## config.mk

```make
export PLATFORM = sky130hd
export DESIGN_NAME = spec_language_tokenizer
export DESIGN_NICKNAME = d
export VERILOG_FILES = /design/src/rtl/slt_pkg.sv /design/src/rtl/slt_scan.sv /design/src/rtl/slt_queue.sv /design/src/rtl/spec_language_tokenizer.sv
export SDC_FILE = /design/constraint.sdc
export NUM_CORES = 1
export LEC_CHECK = 0
export CORE_ASPECT_RATIO = 0.7
export CORE_MARGIN = 2
export CORE_UTILIZATION = 72
export CTS_BUF_LIST = sky130_fd_sc_hd__clkbuf_8
export DETAILED_ROUTE_END_ITERATION = 8
export DONT_BUFFER_PORTS = 1
export GPL_TIMING_DRIVEN = 0
export PLACE_DENSITY = 0.89
export SYNTH_ARGS = -nofsm -noshare
export SYNTH_HDL_FRONTEND = slang
export SYNTH_HIERARCHICAL = 1
export SYNTH_SLANG_ARGS = --single-unit
```

## constraint.sdc

```tcl
create_clock -name clk -period 10.5 [get_ports clk]
set_clock_uncertainty 0.2 [all_clocks]
set_input_delay 1.05 -clock clk [delete_from_list [all_inputs] [get_ports clk]]
set_output_delay 1.05 -clock clk [all_outputs]
set_load 0.02 [all_outputs]
```

## src/rtl/slt_pkg.sv

```systemverilog
// Shared types, constants and keyword tables of the specification language tokenizer.
package slt_pkg;

    // Longest token length that is reported; longer tokens saturate at LEN_CAP.
    localparam int unsigned TOKEN_LENGTH_MAX = 65535;
    localparam int unsigned LEN_CAP_INT =
        (TOKEN_LENGTH_MAX < 65535) ? TOKEN_LENGTH_MAX : 65535;
    localparam logic [15:0] LEN_CAP = 16'(LEN_CAP_INT);

    // Number of result slots in the output queue.
    localparam int unsigned QUEUE_DEPTH = 3;

    // Token kinds.
    localparam logic [3:0] KIND_INVALID = 4'd0;
    localparam logic [3:0] KIND_STRUCT  = 4'd1;
    localparam logic [3:0] KIND_ENUM    = 4'd2;
    localparam logic [3:0] KIND_FLAGS   = 4'd3;
    localparam logic [3:0] KIND_INT     = 4'd4;
    localparam logic [3:0] KIND_IDENT   = 4'd5;
    localparam logic [3:0] KIND_NUMBER  = 4'd6;
    localparam logic [3:0] KIND_STRING  = 4'd7;
    localparam logic [3:0] KIND_SYMBOL  = 4'd8;
    localparam logic [3:0] KIND_END     = 4'd9;

    // Keyword spellings, lengths and kinds: enum, flags, struct.
    localparam logic [7:0] KW_CHARS [3][6] = '{
        '{8'h65, 8'h6E, 8'h75, 8'h6D, 8'h00, 8'h00},
        '{8'h66, 8'h6C, 8'h61, 8'h67, 8'h73, 8'h00},
        '{8'h73, 8'h74, 8'h72, 8'h75, 8'h63, 8'h74}
    };
    localparam logic [2:0] KW_LEN [3] = '{3'd4, 3'd5, 3'd6};
    localparam logic [3:0] KW_KIND [3] = '{KIND_ENUM, KIND_FLAGS, KIND_STRUCT};

    // One token record.
    typedef struct packed {
        logic [3:0]  kind;
        logic [31:0] start;
        logic [15:0] length;
        logic [5:0]  bits;
        logic        unclosed;
        logic        last;
    } rec_t;

    // Records produced by one accepted transaction, first record first.
    typedef struct packed {
        logic [1:0] count;
        rec_t       first;
        rec_t       second;
    } push_t;

endpackage

```

## src/rtl/slt_scan.sv

```systemverilog
// Scanner state and per-byte token logic of the tokenizer.
module slt_scan
(
    input  logic                clk,
    input  logic                rst_n,
    input  logic                accept,
    input  logic [7:0]          character,
    input  logic                end_of_input,
    output slt_pkg::push_t      push
);

    // Scanner modes.
    localparam logic [2:0] MODE_IDLE   = 3'd0;
    localparam logic [2:0] MODE_SLASH  = 3'd1;
    localparam logic [2:0] MODE_WORD   = 3'd2;
    localparam logic [2:0] MODE_LINE   = 3'd3;
    localparam logic [2:0] MODE_BLOCK  = 3'd4;
    localparam logic [2:0] MODE_STAR   = 3'd5;
    localparam logic [2:0] MODE_STRING = 3'd6;

    // Character codes.
    localparam logic [7:0] CH_LF     = 8'h0A;
    localparam logic [7:0] CH_TAB    = 8'h09;
    localparam logic [7:0] CH_CR     = 8'h0D;
    localparam logic [7:0] CH_SPACE  = 8'h20;
    localparam logic [7:0] CH_DQUOTE = 8'h22;
    localparam logic [7:0] CH_SQUOTE = 8'h27;
    localparam logic [7:0] CH_STAR   = 8'h2A;
    localparam logic [7:0] CH_DOT    = 8'h2E;
    localparam logic [7:0] CH_SLASH  = 8'h2F;
    localparam logic [7:0] CH_ZERO   = 8'h30;
    localparam logic [7:0] CH_ONE    = 8'h31;
    localparam logic [7:0] CH_NINE   = 8'h39;
    localparam logic [7:0] CH_UNDER  = 8'h5F;
    localparam logic [7:0] CH_LOW_S  = 8'h73;
    localparam logic [7:0] CH_LOW_U  = 8'h75;

    // Word being collected: length, first three bytes, keyword matches and class flags.
    // Flag bit 0 is identifier valid, bit 1 number valid, bit 2 dot seen.
    typedef struct packed {
        logic [15:0] len;
        logic [23:0] lead;
        logic [2:0]  alive;
        logic [2:0]  flags;
    } word_t;

    typedef struct packed {
        logic [3:0] kind;
        logic [5:0] bits;
    } class_t;

    localparam word_t WORD_INIT = '{len: 16'd0, lead: 24'd0, alive: 3'b111, flags: 3'b011};

    logic [2:0]  mode_reg, mode_next;
    logic        quote_dbl_reg, quote_dbl_next;
    logic [31:0] pos_reg, pos_next;
    logic [31:0] start_reg, start_next;
    word_t       word_reg, word_next;

    class_t         word_class;
    slt_pkg::rec_t  word_rec;
    slt_pkg::rec_t  sym_rec;
    slt_pkg::rec_t  unclosed_rec;
    slt_pkg::rec_t  end_rec;
    slt_pkg::rec_t  rec0;
    slt_pkg::rec_t  rec1;
    logic [1:0]     rec_count;

    function automatic logic is_space(input logic [7:0] c);
        is_space = (c == CH_SPACE) || (c >= CH_TAB && c <= CH_CR);
    endfunction

    function automatic logic is_digit(input logic [7:0] c);
        is_digit = (c >= CH_ZERO) && (c <= CH_NINE);
    endfunction

    function automatic logic is_alpha(input logic [7:0] c);
        is_alpha = (c >= 8'h41 && c <= 8'h5A) || (c >= 8'h61 && c <= 8'h7A);
    endfunction

    function automatic logic is_symbol(input logic [7:0] c);
        is_symbol = (c == 8'h28) || (c == 8'h29) || (c == 8'h2A) || (c == 8'h2B)
                 || (c == 8'h2C) || (c == 8'h3B) || (c == 8'h40) || (c == 8'h5B)
                 || (c == 8'h5D) || (c == 8'h7B) || (c == 8'h7D);
    endfunction

    function automatic logic [15:0] sat_inc(input logic [15:0] v);
        sat_inc = (v < slt_pkg::LEN_CAP) ? v + 16'd1 : slt_pkg::LEN_CAP;
    endfunction

    // Appends one byte to the word and updates its keyword and class tracking.
    function automatic word_t push_byte(input word_t w, input logic [7:0] c);
        word_t      r;
        logic [2:0] idx;
        logic       short_word;
        r          = w;
        idx        = w.len[2:0];
        short_word = (w.len < 16'd6);
        if (w.len < 16'd3)
        begin
            unique case (w.len[1:0])
                2'd0:    r.lead[7:0]   = c;
                2'd1:    r.lead[15:8]  = c;
                default: r.lead[23:16] = c;
            endcase
        end
        for (int k = 0; k < 3; k++)
        begin
            if (!(short_word && (3'(w.len) < slt_pkg::KW_LEN[k])
                  && (slt_pkg::KW_CHARS[k][idx] == c)))
            begin
                r.alive[k] = 1'b0;
            end
        end
        if (w.len == 16'd0)
        begin
            r.flags = {c == CH_DOT, is_digit(c) || c == CH_DOT, is_alpha(c) || c == CH_UNDER};
        end
        else
        begin
            if (!(is_alpha(c) || is_digit(c) || c == CH_UNDER))
            begin
                r.flags[0] = 1'b0;
            end
            if (c == CH_DOT)
            begin
                if (w.flags[2])
                begin
                    r.flags[1] = 1'b0;
                end
                r.flags[2] = 1'b1;
            end
            else if (!is_digit(c))
            begin
                r.flags[1] = 1'b0;
            end
        end
        r.len = sat_inc(w.len);
        push_byte = r;
    endfunction

    // Classifies a finished word: keyword, integer type, identifier, number or invalid.
    function automatic class_t classify(input word_t w);
        class_t     r;
        logic [7:0] b0;
        logic [7:0] b1;
        logic [7:0] b2;
        logic       int_lead;
        logic [6:0] value;
        b0       = w.lead[7:0];
        b1       = w.lead[15:8];
        b2       = w.lead[23:16];
        int_lead = (b0 == CH_LOW_S) || (b0 == CH_LOW_U);
        value    = {3'd0, b1[3:0]} * 7'd10 + {3'd0, b2[3:0]};
        r.bits   = 6'd0;
        if (w.flags[0])
        begin
            r.kind = slt_pkg::KIND_IDENT;
        end
        else if (w.flags[1])
        begin
            r.kind = slt_pkg::KIND_NUMBER;
        end
        else
        begin
            r.kind = slt_pkg::KIND_INVALID;
        end
        if (int_lead && w.len == 16'd3 && is_digit(b1) && is_digit(b2)
            && value >= 7'd10 && value <= 7'd32)
        begin
            r.kind = slt_pkg::KIND_INT;
            r.bits = value[5:0];
        end
        if (int_lead && w.len == 16'd2 && b1 >= CH_ONE && b1 <= CH_NINE)
        begin
            r.kind = slt_pkg::KIND_INT;
            r.bits = {2'd0, b1[3:0]};
        end
        // Lower keyword index wins, so walk from the top down.
        for (int k = 2; k >= 0; k--)
        begin
            if (w.alive[k] && w.len == {13'd0, slt_pkg::KW_LEN[k]})
            begin
                r.kind = slt_pkg::KW_KIND[k];
                r.bits = 6'd0;
            end
        end
        classify = r;
    endfunction

    // Candidate records built from the present state.
    always_comb
    begin
        word_class = classify(word_reg);

        word_rec          = '0;
        word_rec.kind     = word_class.kind;
        word_rec.start    = start_reg;
        word_rec.length   = word_reg.len;
        word_rec.bits     = word_class.bits;

        sym_rec           = '0;
        sym_rec.kind      = slt_pkg::KIND_SYMBOL;
        sym_rec.start     = pos_reg;
        sym_rec.length    = 16'd1;

        unclosed_rec          = '0;
        unclosed_rec.kind     = slt_pkg::KIND_INVALID;
        unclosed_rec.start    = start_reg - 32'd1;
        unclosed_rec.length   = sat_inc(word_reg.len);
        unclosed_rec.unclosed = 1'b1;

        end_rec       = '0;
        end_rec.kind  = slt_pkg::KIND_END;
        end_rec.start = pos_reg;
    end

    // Next state and records for one accepted transaction.
    always_comb
    begin
        mode_next      = mode_reg;
        quote_dbl_next = quote_dbl_reg;
        pos_next       = pos_reg;
        start_next     = start_reg;
        word_next      = word_reg;
        rec0           = '0;
        rec1           = '0;
        rec_count      = 2'd0;

        if (accept && end_of_input)
        begin
            // Flush any pending token, then the end token, then return to reset state.
            if (mode_reg == MODE_SLASH || mode_reg == MODE_WORD)
            begin
                rec0      = word_rec;
                rec1      = end_rec;
                rec_count = 2'd2;
            end
            else if (mode_reg == MODE_STRING)
            begin
                rec0      = unclosed_rec;
                rec1      = end_rec;
                rec_count = 2'd2;
            end
            else
            begin
                rec0      = end_rec;
                rec_count = 2'd1;
            end
            mode_next      = MODE_IDLE;
            quote_dbl_next = 1'b0;
            pos_next       = 32'd0;
            start_next     = 32'd0;
            word_next      = WORD_INIT;
        end
        else if (accept)
        begin
            pos_next = pos_reg + 32'd1;
            unique case (mode_reg)
                MODE_SLASH, MODE_WORD:
                begin
                    if (mode_reg == MODE_SLASH && character == CH_SLASH)
                    begin
                        mode_next = MODE_LINE;
                    end
                    else if (mode_reg == MODE_SLASH && character == CH_STAR)
                    begin
                        mode_next = MODE_BLOCK;
                    end
                    else if (is_space(character))
                    begin
                        rec0      = word_rec;
                        rec_count = 2'd1;
                        mode_next = MODE_IDLE;
                    end
                    else if (is_symbol(character))
                    begin
                        rec0      = word_rec;
                        rec1      = sym_rec;
                        rec_count = 2'd2;
                        mode_next = MODE_IDLE;
                    end
                    else
                    begin
                        word_next = push_byte(word_reg, character);
                        mode_next = MODE_WORD;
                    end
                end
                MODE_LINE:
                begin
                    if (character == CH_LF)
                    begin
                        mode_next = MODE_IDLE;
                    end
                end
                MODE_BLOCK:
                begin
                    if (character == CH_STAR)
                    begin
                        mode_next = MODE_STAR;
                    end
                end
                MODE_STAR:
                begin
                    if (character == CH_SLASH)
                    begin
                        mode_next = MODE_IDLE;
                    end
                    else if (character != CH_STAR)
                    begin
                        mode_next = MODE_BLOCK;
                    end
                end
                MODE_STRING:
                begin
                    if (character == (quote_dbl_reg ? CH_DQUOTE : CH_SQUOTE))
                    begin
                        rec0        = word_rec;
                        rec0.kind   = slt_pkg::KIND_STRING;
                        rec0.bits   = 6'd0;
                        rec_count   = 2'd1;
                        mode_next   = MODE_IDLE;
                    end
                    else
                    begin
                        word_next.len = sat_inc(word_reg.len);
                    end
                end
                default:
                begin
                    // Between tokens.
                    mode_next = MODE_IDLE;
                    if (is_space(character))
                    begin
                        mode_next = MODE_IDLE;
                    end
                    else if (character == CH_SLASH)
                    begin
                        start_next = pos_reg;
                        word_next  = push_byte(WORD_INIT, character);
                        mode_next  = MODE_SLASH;
                    end
                    else if (is_symbol(character))
                    begin
                        rec0      = sym_rec;
                        rec_count = 2'd1;
                    end
                    else if (character == CH_DQUOTE || character == CH_SQUOTE)
                    begin
                        quote_dbl_next = (character == CH_DQUOTE);
                        start_next     = pos_reg + 32'd1;
                        word_next.len  = 16'd0;
                        mode_next      = MODE_STRING;
                    end
                    else
                    begin
                        start_next = pos_reg;
                        word_next  = push_byte(WORD_INIT, character);
                        mode_next  = MODE_WORD;
                    end
                end
            endcase
        end

        // Mark the final record of this transaction.
        if (rec_count == 2'd1)
        begin
            rec0.last = 1'b1;
        end
        else if (rec_count == 2'd2)
        begin
            rec1.last = 1'b1;
        end

        push.count  = rec_count;
        push.first  = rec0;
        push.second = rec1;
    end

    // Scanner state registers.
    always_ff @(posedge clk or negedge rst_n)
    begin
        if (!rst_n)
        begin
            mode_reg      <= MODE_IDLE;
            quote_dbl_reg <= 1'b0;
            pos_reg       <= 32'd0;
            start_reg     <= 32'd0;
            word_reg      <= WORD_INIT;
        end
        else
        begin
            mode_reg      <= mode_next;
            quote_dbl_reg <= quote_dbl_next;
            pos_reg       <= pos_next;
            start_reg     <= start_next;
            word_reg      <= word_next;
        end
    end

endmodule

```

## src/rtl/slt_queue.sv

```systemverilog
// Three-slot result queue that takes up to two records per cycle and delivers one.
module slt_queue
(
    input  logic             clk,
    input  logic             rst_n,
    input  slt_pkg::push_t   push,
    input  logic             ready,
    output logic             valid,
    output slt_pkg::rec_t    head,
    output logic             room
);

    slt_pkg::rec_t  slot_reg  [slt_pkg::QUEUE_DEPTH];
    slt_pkg::rec_t  slot_next [slt_pkg::QUEUE_DEPTH];
    slt_pkg::rec_t  shifted   [slt_pkg::QUEUE_DEPTH];
    logic [1:0]     count_reg, count_next;
    logic [1:0]     count_kept;
    logic           pop;

    assign valid = (count_reg != 2'd0);
    assign head  = slot_reg[0];
    assign pop   = valid && ready;
    // Room is raised only while two slots are free for the next transaction's records.
    assign room  = (count_reg <= 2'd1);

    // Drop the delivered record, then append the new ones behind the survivors.
    always_comb
    begin
        count_kept = count_reg - {1'b0, pop};
        for (int i = 0; i < slt_pkg::QUEUE_DEPTH - 1; i++)
        begin
            if (pop)
            begin
                shifted[i] = slot_reg[i + 1];
            end
            else
            begin
                shifted[i] = slot_reg[i];
            end
        end
        shifted[slt_pkg::QUEUE_DEPTH - 1] = slot_reg[slt_pkg::QUEUE_DEPTH - 1];
        for (int i = 0; i < slt_pkg::QUEUE_DEPTH; i++)
        begin
            slot_next[i] = shifted[i];
            if (push.count != 2'd0 && 2'(i) == count_kept)
            begin
                slot_next[i] = push.first;
            end
            if (push.count == 2'd2 && 2'(i) == count_kept + 2'd1)
            begin
                slot_next[i] = push.second;
            end
        end
        count_next = count_kept + push.count;
    end

    // Occupancy count.
    always_ff @(posedge clk or negedge rst_n)
    begin
        if (!rst_n)
        begin
            count_reg <= 2'd0;
        end
        else
        begin
            count_reg <= count_next;
        end
    end

    // Record slots.
    always_ff @(posedge clk)
    begin
        for (int i = 0; i < slt_pkg::QUEUE_DEPTH; i++)
        begin
            slot_reg[i] <= slot_next[i];
        end
    end

    // New records arrive only when there was room for two.
    assert property (@(posedge clk) disable iff (!rst_n)
        push.count != 2'd0 |-> count_reg <= 2'd1)
        else $error("records pushed into a queue without room");

    // Without delivery the count grows by exactly the records pushed.
    assert property (@(posedge clk) disable iff (!rst_n)
        !pop |=> count_reg == $past(count_reg) + $past(push.count))
        else $error("queue count lost or invented records");

    // A delivery with nothing new lowers the count by one.
    assert property (@(posedge clk) disable iff (!rst_n)
        pop && push.count == 2'd0 |=> count_reg == $past(count_reg) - 2'd1)
        else $error("queue count wrong after a delivery");

endmodule

```

## src/rtl/spec_language_tokenizer.sv

```systemverilog
// A record is written into the registered result queue when its source byte is taken.
// Throughput: one byte per cycle while each byte yields at most one record and the sink keeps up.
// A byte that yields two records (word followed by a symbol or end token) holds off the next
// byte until a slot frees, as the three-slot result queue takes bytes only with two slots free.
// Reset clears the scanner to its between-tokens state at offset zero and empties the queue.
module spec_language_tokenizer
(
    input  logic        clk,
    input  logic        rst_n,
    input  logic        s_axis_tvalid,
    output logic        s_axis_tready,
    input  logic [7:0]  s_axis_tdata,   // [7:0] character
    input  logic [0:0]  s_axis_tuser,   // [0] end_of_input
    output logic        m_axis_tvalid,
    input  logic        m_axis_tready,
    output logic [55:0] m_axis_tdata,   // [31:0] token_start, [47:32] token_length,
                                        // [53:48] integer_bits, [55:54] zero
    output logic [4:0]  m_axis_tuser,   // [3:0] token_kind, [4] unclosed_string
    output logic        m_axis_tlast    // last_of_run
);

    logic            accept;
    logic            room;
    slt_pkg::push_t  push;
    slt_pkg::rec_t   head;

    // A transaction is taken whenever the queue can hold two more records.
    assign s_axis_tready = room;
    assign accept        = s_axis_tvalid && room;

    // Per-byte scanner.
    slt_scan u_scan
    (
        .clk          (clk),
        .rst_n        (rst_n),
        .accept       (accept),
        .character    (s_axis_tdata),
        .end_of_input (s_axis_tuser[0]),
        .push         (push)
    );

    // Result queue toward the master side.
    slt_queue u_queue
    (
        .clk   (clk),
        .rst_n (rst_n),
        .push  (push),
        .ready (m_axis_tready),
        .valid (m_axis_tvalid),
        .head  (head),
        .room  (room)
    );

    // Output packing.
    assign m_axis_tdata = {2'b00, head.bits, head.length, head.start};
    assign m_axis_tuser = {head.unclosed, head.kind};
    assign m_axis_tlast = head.last;

endmodule

```

==> flow_summary.json, run 1 <==
{
  "status": "completed",
  "ys_warn_count": 6,
  "worstSetupStartpointType": "primary input",
  "fin_cells": 2410,
  "routabilityCongestion": 1.01,
  "dpl.hpwl_mm": 43.4,
  "antenna_found_initial": 1,
  "utilization_pct": 79.0,
  "yosysMostFrequentCell": "edfxtp_1",
  "via_per_inst": 7.42,
  "tns_ps": 0,
  "synthCells": 1964,
  "powerDensity_mw_per_mm2": 271,
  "power.leakage_nw": 8.07,
  "track_usage_pct": 44.4,
  "synth_cell_type_count": 83,
  "syn_avg_cell_area_um2": 9.53,
  "portBuffers": 0,
  "wl_mm": 61.6,
  "async_reset_ff_share_pct": 39.2,
  "slowest_stage": "or4_1",
  "ioPinCount": 77,
  "fp.dieW_um": 197,
  "synth-main-ff-cell": "edfxtp_1",
  "hold_violations": 0,
  "num_vias": 17883,
  "ir_drop_uv": 166,
  "cp_common_cell": "buf_2",
  "maxSlewHeadroom_pct": 25.1,
  "rsz0062_at_grt": "no",
  "clk_path_buf_depth": 3,
  "min_period_over_period_pct": 54.6,
  "final_nets": 2078,
  "drv_slew": 0,
  "synth_area_leaders": "edfxtp_1 (29%), dfrtp_1 (15%), o21ai_0 (4.2%), mux2_1 (3.6%), a221o_1 (3.5%)",
  "drc": 0,
  "clk_pin_slew_ps": 70,
  "drive_gt1_share_pct": 10.0,
  "core_mm2": 0.0256,
  "wl_met1_mm": 22.7,
  "critical_path_required_ps": 10590,
  "postRouteAntennaNets": 0,
  "synth_common_cells": "edfxtp_1 (180), o21ai_0 (158), nor2_1 (145), nand2_1 (135), dfrtp_1 (111)",
  "fin_crit_ps": 5730,
  "crit_type": "primary input to register",
  "synth_area_leader_cell": "edfxtp_1",
  "holdWs_ps": 95.5,
  "clk_latency_ps": 610,
  "tightest_slew_ps": 1110,
  "synth_edf_count": 180,
  "netlist_area_mm2": 0.0187,
  "cp-end-kind": "register",
  "cts_hold_buffers": 1,
  "synthToLayoutAreaGrowth_pct": 8.08,
  "place_inst": 2329,
  "cts_max_level": 2,
  "cts.sinks": 296,
  "cp_max_fo": 10,
  "cts-buffers-inserted": 46,
  "rows": 49,
  "fillers": 1751,
  "die_area_mm2": 0.0273,
  "first_global_vias": 16440,
  "timing.max_cap.violations": 0,
  "fp.dieH_um": 139,
  "critPathArrivalTime_ps": 5830,
  "grt_max_degree": 112,
  "ys_seq_area_share_pct": 44.4,
  "cts_tree": "built",
  "fmax_mhz": 174,
  "total_power_mw": 5.48,
  "overflow": 0,
  "wl_met2_mm": 25.4,
  "route.top_layer_used": "met4",
  "start_util_pct": 73.1,
  "worstPathCellList": "buf_2 > or2_1 > or4_1 > a21oi_1 > nor2_1 > nor2_1 > nor2_1 > inv_1 > buf_2 > nand3b_1 > or2_1 > buf_2 > buf_2 > o211ai_1 > buf_6 > buf_4 > buf_6 > buf_4",
  "drtIter0Drc": 3744,
  "ys_ff_latch": 296,
  "synth_top_area_share_pct": 28.9,
  "grt_pass1_wl_mm": 93.5,
  "cts-root-buf": "clkbuf_8",
  "drt_pre_antenna_iters": 6,
  "largest_register_ff_count": 180,
  "finalSetupViolCount": 0,
  "cts_resized": 0,
  "cts_setup_buffers": 0,
  "route.met3.wl_mm": 9.45,
  "hp-class": "primary input to async pin",
  "slowest_delay_ps": 480,
  "wire_per_inst_um": 25.6
}
[worst max-delay path: cells and delay by family]
kind	cells	cell delay [ps]
compound gates	2	690
buf+inv	9	1680
simple gates	7	2370
[routing by layer]
layer	up-vias	GRT usage [%]
li1	7564	-
met1	8306	63.0
met2	1738	62.5
met3	275	11.0
met4	0	25.3
met5	-	0
[area by class of cell]
class	instances	area [µm²]	share of cell area (%)
Clock inverter	28	140	0.692
Clock buffer	51	702	3.47
Sequential cell	296	8310	41.1
Timing Repair Buffer	11	151	0.748
Buffer	199	992	4.90
Multi-Input combinational cell	1426	9270	45.8
Tap cell	331	414	2.05
Antenna cell	1	2.50	0.0124
Inverter	67	251	1.24
[path summary, 6_finish.rpt]
path	startpoint	endpoint	slack, ps	depth (start not counted)
worst min-delay path	rst_n	u_scan/word_reg[3]	100	0
max in group asynchronous	rst_n	u_scan/word_reg[2]	9400	1
worst max-delay path	s_axis_tdata[2]	u_queue/slot_reg[0][64]	4770	18
worst min register to register	u_scan/word_reg[26]	u_scan/word_reg[26]	310	1
worst max register to register	u_queue/count_reg[1]	u_queue/slot_reg[0][64]	5000	17
min in group clk	u_scan/word_reg[26]	u_scan/word_reg[26]	310	1
[cells by family (layout without fill, tap and decap cells)]
family                   after synthesis  count (layout)  synth area share [%]
AO/OA/AOI/OAI                        542             542                  19.2
adder cells (fa/ha/maj)               18              18                  1.28
buffers and inverters                266             356                  6.64
multiplexers                          95              95                  5.95
other                                  2              27                0.0401
AND/OR/NAND/NOR                      695             695                  20.1
flip-flops                           296             296                  44.4
XOR/XNOR                              50              50                  2.38
[placed cells by master, fill, tap and decap left out, types with 19 or more instances in the layout]
master / instances
nor4_1: 19
clkbuf_1: 109
nand2_1: 134
a31oi_1: 82
a221o_1: 65
xnor2_1: 45
and3_1: 78
clkbuf_8: 51
inv_1: 83
nor2_1: 145
edfxtp_1: 180
conb_1: 26
buf_2: 46
o31ai_1: 30
mux2_1: 60
o22ai_1: 33
a21oi_1: 72
nand3_1: 48
nor3_1: 89
nand4b_1: 60
dfrtp_1: 111
o21ai_0: 157
buf_4: 32
[metrics by stage]
step                cell area (µm²)  setup WS (ps)
global route                  20200           4670
global placement              19200           -420
CTS                           20200           5020
finish                        20200           4770
floorplan                     18800           2580
detailed placement            19400           4430
[report_power, final]
group / switching, mW / internal (mW) / leakage [nW]
registers: 0.381 / 1.73 / 3.17
logic: 1.61 / 0.816 / 4.40
clock network: 0.470 / 0.466 / 0.499
Power figures use the tool's default switching activity.
==> run 2: changes to the inputs <==
Settings changed: CORE_UTILIZATION 72 to 60, PLACE_DENSITY 0.89 to 0.79.
Clock period 10.5 ns to 4.67 ns, I/O delays scaled along.
==> flow_summary.json, run 2 (synthesis gave the netlist of run 1 again) <==
{
  "hp-class": "primary input to register",
  "synthToLayoutAreaGrowth_pct": 10.1,
  "mostFrequentLayoutCells": "edfxtp_1 (180), o21ai_0 (156), nor2_1 (142), nand2_1 (134), dfrtp_1 (111)",
  "wire_per_inst_um": 24.8,
  "crit_type": "register to register",
  "fillers": 2449,
  "finalSetupViolCount": 0,
  "rows": 54,
  "num_vias": 17379,
  "wl_mm": 62.5,
  "start_util_pct": 60.5,
  "place_area_mm2": 0.0195,
  "status": "completed",
  "cts_max_level": 2,
  "powerDensity_mw_per_mm2": 603,
  "total_power_mw": 12.4,
  "fp.dieH_um": 152,
  "antenna_found_initial": 0,
  "core_mm2": 0.0309,
  "die_area_mm2": 0.0327,
  "min_period_over_period_pct": 98.5,
  "critical_path_required_ps": 4770,
  "fmax_mhz": 217,
  "worstSetupStartpointType": "register",
  "clk_latency_ps": 600,
  "largest_register_ff_count": 180,
  "cts-root-buf": "clkbuf_8",
  "cts-buffers-inserted": 48,
  "holdWs_ps": 52.1,
  "hold_violations": 0,
  "clk_pin_slew_ps": 60,
  "grt_pass1_wl_mm": 95.7,
  "critPathArrivalTime_ps": 4700,
  "portBuffers": 0,
  "routabilityCongestion": 0.992,
  "drtIter0Drc": 2652,
  "via_per_inst": 6.90,
  "ioPinCount": 77,
  "maxSlewHeadroom_pct": 33.3,
  "cts_tree": "built",
  "dpl.hpwl_mm": 44.6,
  "track_usage_pct": 37.6,
  "power.leakage_nw": 8.17,
  "overflow": 0,
  "fin_crit_ps": 4600,
  "drive_gt1_share_pct": 11.1,
  "tightest_slew_ps": 991,
  "antennaDiodeCount": 0,
  "finalInstanceArea_mm2": 0.0206,
  "first_global_vias": 16006,
  "cp-end-kind": "register",
  "drv_slew": 0,
  "cts.sinks": 296,
  "postRouteAntennaNets": 0,
  "drc": 0,
  "final_nets": 2091,
  "clk_path_buf_depth": 3,
  "timing.max_cap.violations": 0,
  "final_common_cell": "edfxtp_1",
  "ir_drop_uv": 362,
  "grt_max_degree": 117,
  "drt_pre_antenna_iters": 6,
  "fp.dieW_um": 215,
  "cp_max_fo": 10
}
-- run 2: cell types whose count changed in the layout (fill, tap and decap cells not counted), sizes merged --
| cell | before | now |
|---|---|---|
| bufinv | 1 | 0 |
| clkinv | 10 | 16 |
| buf | 101 | 109 |
| diode | 1 | 0 |
| clkbuf | 160 | 164 |
| dlygate4sd3 | 0 | 4 |
| inv | 83 | 82 |
-- run 2: area by class of cell --
class	count	area, µm²	share of cell area [%]
buffer	198	1010	4.90
clock buffer	56	771	3.74
clock inverter	32	135	0.655
inverter	67	251	1.22
multi-input combinational	1426	9330	45.2
sequential	296	8310	40.3
tap	420	526	2.55
timing repair buffer	23	283	1.37
-- run 2: final timing paths --
kind | end | from | slack (ps) | cells past startpoint
min | u_scan/word_reg[20] | s_axis_tdata[6] | 50 | 2
max reg2reg | u_queue/slot_reg[0][101] | u_queue/count_reg[1] | 70 | 16
max in group asynchronous | u_scan/word_reg[6] | rst_n | 3400 | 2
min in group asynchronous | u_scan/word_reg[2] | rst_n | 350 | 2
min reg2reg | u_scan/quote_dbl_reg | u_scan/quote_dbl_reg | 300 | 2
max | u_queue/slot_reg[0][101] | u_queue/count_reg[1] | 70 | 16
-- run 2: worst max-delay path, stage by stage, from the launching register on --
cell      delay (ps)
dfrtp_1          450
inv_1            300
and2_1           240
nor2b_2          370
nand3_2          210
nor2_2           350
nor2_2           170
inv_1            100
buf_2            210
nand3b_1         270
or2_1            290
buf_2            170
buf_2            220
o211ai_1         210
buf_6            200
buf_6            150
buf_4            190
-- run 2: through the flow --
stage,worst slack (ps),TNS (ps),instances,utilization (%)
after detailed placement,-862,-75170,2418,63.2
after global placement,-3650,-336860,2408,62.7
after CTS,129,0,2513,66.4
final,70.3,0,2518,66.6
after global routing,-12.4,-34.5,2518,66.6
after floorplan,-1230,-73520,1988,-
-- run 2: routing by layer --
metal	track usage [%]	part of all wire [%]	vias up	wire [µm]
met5	0	0	-	0
met4	15.1	4.2	0	2640
met3	8.31	13	165	8130
met2	52.6	42	1318	26000
met1	56.5	41	8308	25700
li1	-	-	7588	-
-- run 2: power by group --
part / total (mW) / leakage (nW) / internal, mW / switching (mW)
Clock: 2.21 / 0.526 / 1.09 / 1.12
Combinational: 5.48 / 4.48 / 1.87 / 3.60
Sequential: 4.75 / 3.17 / 3.89 / 0.853
Total: 12.4 / 8.17 / 6.86 / 5.58
-- run 2: timing repair --
action | in CTS | in global routing
endpoints found under the setup margin | 162 | 102
hold buffers | 5 | 0
pin swaps | 1 | 0
gates resized for setup | 4 | 3
endpoints found under the hold margin | 119 | 0
setup buffers | 3 | 5
